$ cat src/blake3_compress_defines.svh
// Assertion macros shared by the blake3 compression RTL.
`ifndef BLAKE3_COMPRESS_DEFINES_SVH
`define BLAKE3_COMPRESS_DEFINES_SVH

// Implication checked on every rising clock edge outside reset.
`define B3C_ASSERT(label, prop, msg) \
    label: assert property (@(posedge i_clk) disable iff (!i_rst_n) prop) else $error(msg);

// Same check with a reason tag in the message.
`define B3C_ASSERT_CTL(label, prop) \
    `B3C_ASSERT(label, prop, "control sequencing violated")

`endif

$ cat src/b3c_pkg.sv
// Types, constants and helper functions of the blake3 compression block.
package b3c_pkg;

    localparam int ROUNDS_DEF = 7;

    localparam logic [1:0] OP_LOAD_CHAIN = 2'd0;
    localparam logic [1:0] OP_LOAD_MSG   = 2'd1;
    localparam logic [1:0] OP_COMPRESS   = 2'd2;

    localparam int ROT_D1 = 16;
    localparam int ROT_B1 = 12;
    localparam int ROT_D2 = 8;
    localparam int ROT_B2 = 7;

    typedef enum logic [1:0] {
        ST_IDLE = 2'd0,
        ST_LOAD = 2'd1,
        ST_MIX  = 2'd2,
        ST_OUT  = 2'd3
    } t_state;

    typedef logic [31:0] t_word;

    typedef struct packed {
        t_word a;
        t_word b;
        t_word c;
        t_word d;
    } t_quad;

    localparam t_word IV [0:3] = '{32'h6A09E667, 32'hBB67AE85, 32'h3C6EF372, 32'hA54FF53A};

    localparam logic [3:0] MSG_PERM [0:15] = '{
        4'd2, 4'd6, 4'd3, 4'd10, 4'd7, 4'd0, 4'd4, 4'd13,
        4'd1, 4'd11, 4'd12, 4'd5, 4'd9, 4'd14, 4'd15, 4'd8
    };

    // Half of the G mixing: first half uses 16/12, second half 8/7.
    function automatic t_quad g_half(t_quad q, t_word m, logic second);
        t_quad r;
        t_word x;
        t_word y;
        r.a = q.a + q.b + m;
        x = q.d ^ r.a;
        r.d = second ? ((x >> ROT_D2) | (x << (32 - ROT_D2)))
                     : ((x >> ROT_D1) | (x << (32 - ROT_D1)));
        r.c = q.c + r.d;
        y = q.b ^ r.c;
        r.b = second ? ((y >> ROT_B2) | (y << (32 - ROT_B2)))
                     : ((y >> ROT_B1) | (y << (32 - ROT_B1)));
        return r;
    endfunction

endpackage

$ cat src/blake3_compress.sv
// BLAKE3 compression engine: word loads, seven-round mixing, 16-word result stream.
// Load items write one chaining word (opcode 0, index 0-7) or one message word
// (opcode 1, index 0-15) into on-chip memories. For a compress item (opcode 2),
// before its words stream out, a load sweep reads both memories (one registered
// read port each) into the working vector and message schedule, then four G
// units run one half G step per cycle, four half steps per round. The 16 result
// words then leave one per cycle when the sink does not stall; the first eight
// also overwrite the stored chain, so the next block continues from them. The
// input is stalled from a compress request until its last word has been loaded
// into the output register.
`include "blake3_compress_defines.svh"

module blake3_compress #(
    parameter int ROUNDS = b3c_pkg::ROUNDS_DEF
) (
    input  logic        i_clk,
    input  logic        i_rst_n,
    input  logic        i_valid,
    output logic        o_stall,
    input  logic [1:0]  i_opcode,
    input  logic [3:0]  i_word_index,
    input  logic [31:0] i_data_word,
    input  logic [63:0] i_block_counter,
    input  logic [6:0]  i_block_length,
    input  logic [7:0]  i_domain_flags,
    output logic        o_valid,
    input  logic        i_stall,
    output logic [31:0] o_out_word,
    output logic [3:0]  o_out_index,
    output logic        o_last_word
);

    localparam int RW = (ROUNDS > 1) ? $clog2(ROUNDS) : 1;

    b3c_pkg::t_state r_state;
    b3c_pkg::t_state n_state;

    // Storage: chain and message memories, working vector, schedule, chain copy.
    b3c_pkg::t_word mem_chain [0:7];
    b3c_pkg::t_word mem_msg [0:15];
    b3c_pkg::t_word r_crd;
    b3c_pkg::t_word r_mrd;
    b3c_pkg::t_word r_v [0:15];
    b3c_pkg::t_word r_m [0:15];
    b3c_pkg::t_word r_h [0:7];

    logic [4:0]    r_cnt;
    logic [1:0]    r_phase;
    logic [RW-1:0] r_round;
    logic [3:0]    r_oidx;
    logic          r_ovalid;
    b3c_pkg::t_word r_oword;
    logic [3:0]    r_oidx_q;

    logic in_acc;
    logic out_adv;
    logic mix_done;
    logic [3:0] ld_idx;
    logic [2:0] o_lo;
    b3c_pkg::t_word o_word;

    logic           c_we;
    logic [2:0]     c_wa;
    b3c_pkg::t_word c_wd;

    b3c_pkg::t_quad g_in  [0:3];
    b3c_pkg::t_quad g_out [0:3];
    b3c_pkg::t_word g_m   [0:3];

    assign o_stall  = (r_state != b3c_pkg::ST_IDLE);
    assign in_acc   = i_valid && !o_stall;
    assign out_adv  = (r_state == b3c_pkg::ST_OUT) && (!r_ovalid || !i_stall);
    assign mix_done = (r_phase == 2'd3) && (r_round == RW'(ROUNDS - 1));
    assign ld_idx   = 4'(r_cnt - 5'd1);
    assign o_lo     = r_oidx[2:0];
    assign o_word   = r_oidx[3] ? (r_v[{1'b1, o_lo}] ^ r_h[o_lo])
                                : (r_v[{1'b0, o_lo}] ^ r_v[{1'b1, o_lo}]);

    assign o_valid     = r_ovalid;
    assign o_out_word  = r_oword;
    assign o_out_index = r_oidx_q;
    assign o_last_word = (r_oidx_q == 4'd15);

    // Chain memory write port: loads when idle, new chain during output.
    always_comb begin
        c_we = 1'b0;
        c_wa = i_word_index[2:0];
        c_wd = i_data_word;
        if (in_acc && i_opcode == b3c_pkg::OP_LOAD_CHAIN && !i_word_index[3]) begin
            c_we = 1'b1;
        end else if (out_adv && !r_oidx[3]) begin
            c_we = 1'b1;
            c_wa = o_lo;
            c_wd = o_word;
        end
    end

    always_ff @(posedge i_clk) begin
        if (c_we) begin
            mem_chain[c_wa] <= c_wd;
        end
        if (in_acc && i_opcode == b3c_pkg::OP_LOAD_MSG) begin
            mem_msg[i_word_index] <= i_data_word;
        end
        r_crd <= mem_chain[r_cnt[2:0]];
        r_mrd <= mem_msg[r_cnt[3:0]];
    end

    // Four G units: columns on phases 0/1, diagonals on phases 2/3.
    always_comb begin
        for (int i = 0; i < 4; i++) begin
            if (r_phase[1]) begin
                g_in[i] = '{r_v[i], r_v[4 + ((i + 1) % 4)],
                            r_v[8 + ((i + 2) % 4)], r_v[12 + ((i + 3) % 4)]};
                g_m[i]  = r_phase[0] ? r_m[8 + 2 * i + 1] : r_m[8 + 2 * i];
            end else begin
                g_in[i] = '{r_v[i], r_v[4 + i], r_v[8 + i], r_v[12 + i]};
                g_m[i]  = r_phase[0] ? r_m[2 * i + 1] : r_m[2 * i];
            end
            g_out[i] = b3c_pkg::g_half(g_in[i], g_m[i], r_phase[0]);
        end
    end

    always_ff @(posedge i_clk) begin
        if (in_acc && i_opcode == b3c_pkg::OP_COMPRESS) begin
            for (int i = 0; i < 4; i++) begin
                r_v[8 + i] <= b3c_pkg::IV[i];
            end
            r_v[12] <= i_block_counter[31:0];
            r_v[13] <= i_block_counter[63:32];
            r_v[14] <= {25'd0, i_block_length};
            r_v[15] <= {24'd0, i_domain_flags};
        end
        if (r_state == b3c_pkg::ST_LOAD && r_cnt != 5'd0) begin
            r_m[ld_idx] <= r_mrd;
            if (!ld_idx[3]) begin
                r_v[{1'b0, ld_idx[2:0]}] <= r_crd;
                r_h[ld_idx[2:0]]         <= r_crd;
            end
        end
        if (r_state == b3c_pkg::ST_MIX) begin
            for (int i = 0; i < 4; i++) begin
                if (r_phase[1]) begin
                    r_v[i]                  <= g_out[i].a;
                    r_v[4 + ((i + 1) % 4)]  <= g_out[i].b;
                    r_v[8 + ((i + 2) % 4)]  <= g_out[i].c;
                    r_v[12 + ((i + 3) % 4)] <= g_out[i].d;
                end else begin
                    r_v[i]      <= g_out[i].a;
                    r_v[4 + i]  <= g_out[i].b;
                    r_v[8 + i]  <= g_out[i].c;
                    r_v[12 + i] <= g_out[i].d;
                end
            end
            // Permute the schedule after the last half step of each round.
            if (r_phase == 2'd3) begin
                for (int k = 0; k < 16; k++) begin
                    r_m[k] <= r_m[b3c_pkg::MSG_PERM[k]];
                end
            end
        end
        if (out_adv) begin
            r_oword  <= o_word;
            r_oidx_q <= r_oidx;
        end
    end

    // Control counters and output valid.
    always_ff @(posedge i_clk) begin
        if (!i_rst_n) begin
            r_state  <= b3c_pkg::ST_IDLE;
            r_cnt    <= '0;
            r_phase  <= '0;
            r_round  <= '0;
            r_oidx   <= '0;
            r_ovalid <= 1'b0;
        end else begin
            r_state <= n_state;
            if (r_state == b3c_pkg::ST_LOAD) begin
                r_cnt <= r_cnt + 5'd1;
            end else begin
                r_cnt <= '0;
            end
            if (r_state == b3c_pkg::ST_MIX) begin
                r_phase <= r_phase + 2'd1;
                if (r_phase == 2'd3) begin
                    r_round <= mix_done ? '0 : r_round + RW'(1);
                end
            end
            if (out_adv) begin
                r_oidx   <= r_oidx + 4'd1;
                r_ovalid <= 1'b1;
            end else if (!i_stall) begin
                r_ovalid <= 1'b0;
            end
        end
    end

    always_comb begin
        n_state = r_state;
        case (r_state)
            b3c_pkg::ST_IDLE: begin
                if (in_acc && i_opcode == b3c_pkg::OP_COMPRESS) begin
                    n_state = b3c_pkg::ST_LOAD;
                end
            end
            b3c_pkg::ST_LOAD: begin
                if (r_cnt == 5'd16) begin
                    n_state = b3c_pkg::ST_MIX;
                end
            end
            b3c_pkg::ST_MIX: begin
                if (mix_done) begin
                    n_state = b3c_pkg::ST_OUT;
                end
            end
            b3c_pkg::ST_OUT: begin
                if (out_adv && r_oidx == 4'd15) begin
                    n_state = b3c_pkg::ST_IDLE;
                end
            end
            default: n_state = b3c_pkg::ST_IDLE;
        endcase
    end

    `B3C_ASSERT(a_round_range, (r_state == b3c_pkg::ST_MIX) |-> (r_round <= RW'(ROUNDS - 1)), "round count out of range")
    `B3C_ASSERT_CTL(a_load_next, (r_state == b3c_pkg::ST_LOAD) |=> (r_state == b3c_pkg::ST_LOAD || r_state == b3c_pkg::ST_MIX))
    `B3C_ASSERT_CTL(a_start_load, (in_acc && i_opcode == b3c_pkg::OP_COMPRESS) |=> (r_state == b3c_pkg::ST_LOAD))
    `B3C_ASSERT(a_out_start, (r_state == b3c_pkg::ST_OUT && r_oidx == 4'd0) |-> (r_cnt == 5'd0 && r_phase == 2'd0), "output began with work pending")

endmodule
$ cat config.mk
export PLATFORM = sky130hd
export DESIGN_NAME = blake3_compress
export DESIGN_NICKNAME = d
export VERILOG_FILES = /design/src/b3c_pkg.sv /design/src/blake3_compress.sv
export VERILOG_INCLUDE_DIRS = /design/src /design/src/src
export SDC_FILE = /design/constraint.sdc
export NUM_CORES = 2
export LEC_CHECK = 0
export BUFFER_PORTS_ARGS = -buffer_cell sky130_fd_sc_hd__buf_2
export CORE_ASPECT_RATIO = 0.5
export CORE_UTILIZATION = 30
export DETAILED_ROUTE_END_ITERATION = 8
export GPL_ROUTABILITY_DRIVEN = 0
export PLACE_DENSITY_LB_ADDON = 0.2
export REMOVE_ABC_BUFFERS = 1
export SYNTH_ARGS = -nofsm -noshare
export SYNTH_HDL_FRONTEND = slang
export SYNTH_SLANG_ARGS = --single-unit
$ cat constraint.sdc
create_clock -name i_clk -period 31 [get_ports i_clk]
set_input_delay 3.1 -clock i_clk [delete_from_list [all_inputs] [get_ports i_clk]]
set_output_delay 3.1 -clock i_clk [all_outputs]
set_load 0.03 [all_outputs]
==> impl_metrics.tcl <==
set metrics [dict create \
    outcome "finished with violations" \
    violations "max-capacitance violations, max-slew violations" \
    dp_hpwl_mm 357 \
    synthTopCellsByArea "edfxtp_1, mux4_2, a21o_1" \
    ctsResizeCount 0 \
    grt_overflow 0 \
    slowest_stage "a2111oi_0" \
    yosysMostFrequentCell "edfxtp_1" \
    wl_per_cell_um 33.6 \
    setup.worst_path.end_class "flip-flop" \
    start_kind "flip-flop" \
    hold_viol 0 \
    grt_pass1_wl_mm 646 \
    crit_top_cell "a21oi_1" \
    synthesis.area_sq_um 119000 \
    synth.avg_cell_area_sq_um 13.4 \
    synth_edf_count 2084 \
    finClkSkew_ps 75.8 \
    antenna_found_initial 54 \
    relSlewSlack -0.00245 \
    numCtsBuffers 225 \
    fmax_ghz 0.0774 \
    setup_viol 0 \
    async_reset_ff_frac 0 \
    clock_latency_ps 950 \
    synth-seq-area-share 0.541 \
    cts.htree.levels 4 \
    period_needed_ps 12920 \
    wl_mm 482 \
    worst_ep_required_time_ps 31680 \
    grt_max_degree 129 \
    yosysTopAreaCellShare 0.527 \
    yosysTopAreaCell "edfxtp_1" \
    timing.reg2reg.setup_slack_ps 18080 \
    clockRootBuffer "clkbuf_16" \
    path_clk_slew_ps 80 \
    grt_util_all_layers 0.234 \
    start_util 0.303 \
    ctsLongestPathBuffers 4 \
    synth_common_cells "edfxtp_1, a21o_1, nand2_1, mux4_2, inv_1" \
    layout-drive-gt1-share 0.181 \
    rsz0062_at_grt "no" \
    vias 80600 \
    drv_cap 2 \
    drt_iter0_drc 11300 \
    die_h_um 447 \
    area_delta_synth_final_pct 12.6 \
    die-area_sq_um 399000 \
    final_core_util 0.341 \
    maxSlewViolCount 1 \
    first_global_vias 76000 \
    path_max_fanout 94 \
    max_stage_delay_ps 900 \
    critical_path_arrival_ps 13600 \
    design.core.area_sq_um 392000 \
    nFillCells 38400 \
    place.port_buffers 159 \
    synth.distinct_cells 90 \
    die_w_um 892 \
    synth_warnings 0 \
    post-route-period-util 0.417 \
    placementRows 162 \
    first_pass_iters 6 \
    cts_num_sinks 2168 \
    cts_hold_buffers 0 \
    tightest_slew_ps 1490 \
    ys_ff_latch 2168 \
    finalNetCount 9448 \
    ant_nets 0 \
    drc 0 \
    cts_tree "built" \
    viasPerCell 5.60 \
    critPathKind "flip-flop to flip-flop" \
    boundaryPins 160 \
    cts_setup_buffers 0 \
    synth-main-ff-cell "edfxtp_1" \
    syn_inst 8875 \
    hp-class "flip-flop to flip-flop" \
]
[cell families (layout without fill, tap and decap cells)]
family,Yosys count,in the layout,share of synthesized area
DFF,2168,2168,0.541
buffers and inverters,1106,1352,0.0351
other,0,11,0
adders and majority gates,390,390,0.0494
and+or+nand+nor,1530,1530,0.0562
muxes,1270,1270,0.170
xor gates and xnor gates,574,574,0.0444
AOI/OAI and AO/OA,1837,1837,0.104
[per-stage QoR]
| stage | worst slack [ps] | cell area, sq um | std cells | TNS (ps) | hold WS, ps |
|---|---|---|---|---|---|
| 2_1_floorplan | -12350 | 117000 | 8340 | -2480470 | 501 |
| 3_3_place_gp | 18680 | 126000 | 14000 | 0 | 520 |
| 3_5_place_dp | 18640 | 126000 | 14000 | 0 | 526 |
| 4_1_cts | 18550 | 134000 | 14400 | 0 | 476 |
| 5_1_grt | 18010 | 134000 | 14400 | 0 | 510 |
| 6_report | 18080 | 134000 | 14400 | 0 | 505 |
[layer usage]
layer  GRT usage  part of all wire  wire [um]
met5           0           0.00023        113
met4       0.114             0.058      28100
met3      0.0634              0.11      51200
met2       0.331              0.41     198000
met1       0.330              0.43     205000
[worst max-delay path, delay by kind of cell (launching register included)]
kind            cells  cell delay [ps]
buf+inv             5             2440
flops               1              650
simple gates        4              620
mux                 2              780
compound gates     15             4680
xor+xnor            4             1930
fa+ha+maj           3             1240
[flip-flops by register name, summed over array words and instances (netlist names), named ones only]
register / cells
o_out_word: 32
r_oidx: 4
r_v: 512
r_round: 3
r_phase: 2
r_state: 2
r_m: 512
o_valid: 1
r_cnt: 5
r_h: 256
mem_msg: 512
r_mrd: 32
o_out_index: 4
mem_chain: 256
r_crd: 32
[worst paths after layout]
kind                                             end  depth (start not counted)                    start
worst min register to register  r_m[5][24]$_DFFE_PP_                          1     r_m[0][24]$_DFFE_PP_
worst max-delay path            r_v[6][13]$_DFFE_PP_                         33  r_phase[1]$_SDFFE_PN0P_
worst min-delay path            r_m[5][24]$_DFFE_PP_                          1     r_m[0][24]$_DFFE_PP_
worst max register to register  r_v[6][13]$_DFFE_PP_                         33  r_phase[1]$_SDFFE_PN0P_
[area by class of cell]
cell class / instances / area [sq um] / area share
antenna: 11 / 27.5 / 0.000206
clock buffer: 295 / 6150 / 0.0459
sequential: 2168 / 64300 / 0.480
clock inverter: 116 / 1230 / 0.00923
multi-input combinational: 5601 / 50900 / 0.380
tap: 5248 / 6570 / 0.0491
timing repair buffer: 370 / 2500 / 0.0186
inverter: 571 / 2160 / 0.0162
[placed cells by master, fill, tap and decap left out, types with 36 or more instances in the layout]
| cell type | count |
|---|---|
| nand3_1 | 69 |
| mux2_2 | 234 |
| o21a_1 | 43 |
| o21ai_0 | 316 |
| a31oi_1 | 40 |
| o21bai_1 | 48 |
| mux2i_1 | 456 |
| buf_2 | 159 |
| nor2_1 | 464 |
| mux4_2 | 577 |
| nand2_1 | 611 |
| nand2b_1 | 36 |
| a21o_1 | 692 |
| a211oi_1 | 39 |
| xor2_1 | 236 |
| nor2b_1 | 45 |
| nor3_1 | 68 |
| a21oi_1 | 347 |
| dfxtp_1 | 74 |
| inv_1 | 568 |
| clkbuf_1 | 47 |
| edfxtp_1 | 2084 |
| clkinv_2 | 40 |
| ha_1 | 257 |
| buf_4 | 201 |
| xnor2_1 | 317 |
| clkbuf_16 | 227 |
| and2_1 | 69 |
| o211ai_1 | 64 |
| fa_1 | 132 |
Power is left out: the tool's default activity adds up to more than one toggle a clock period on the data nets, which glitch-free logic cannot reach.
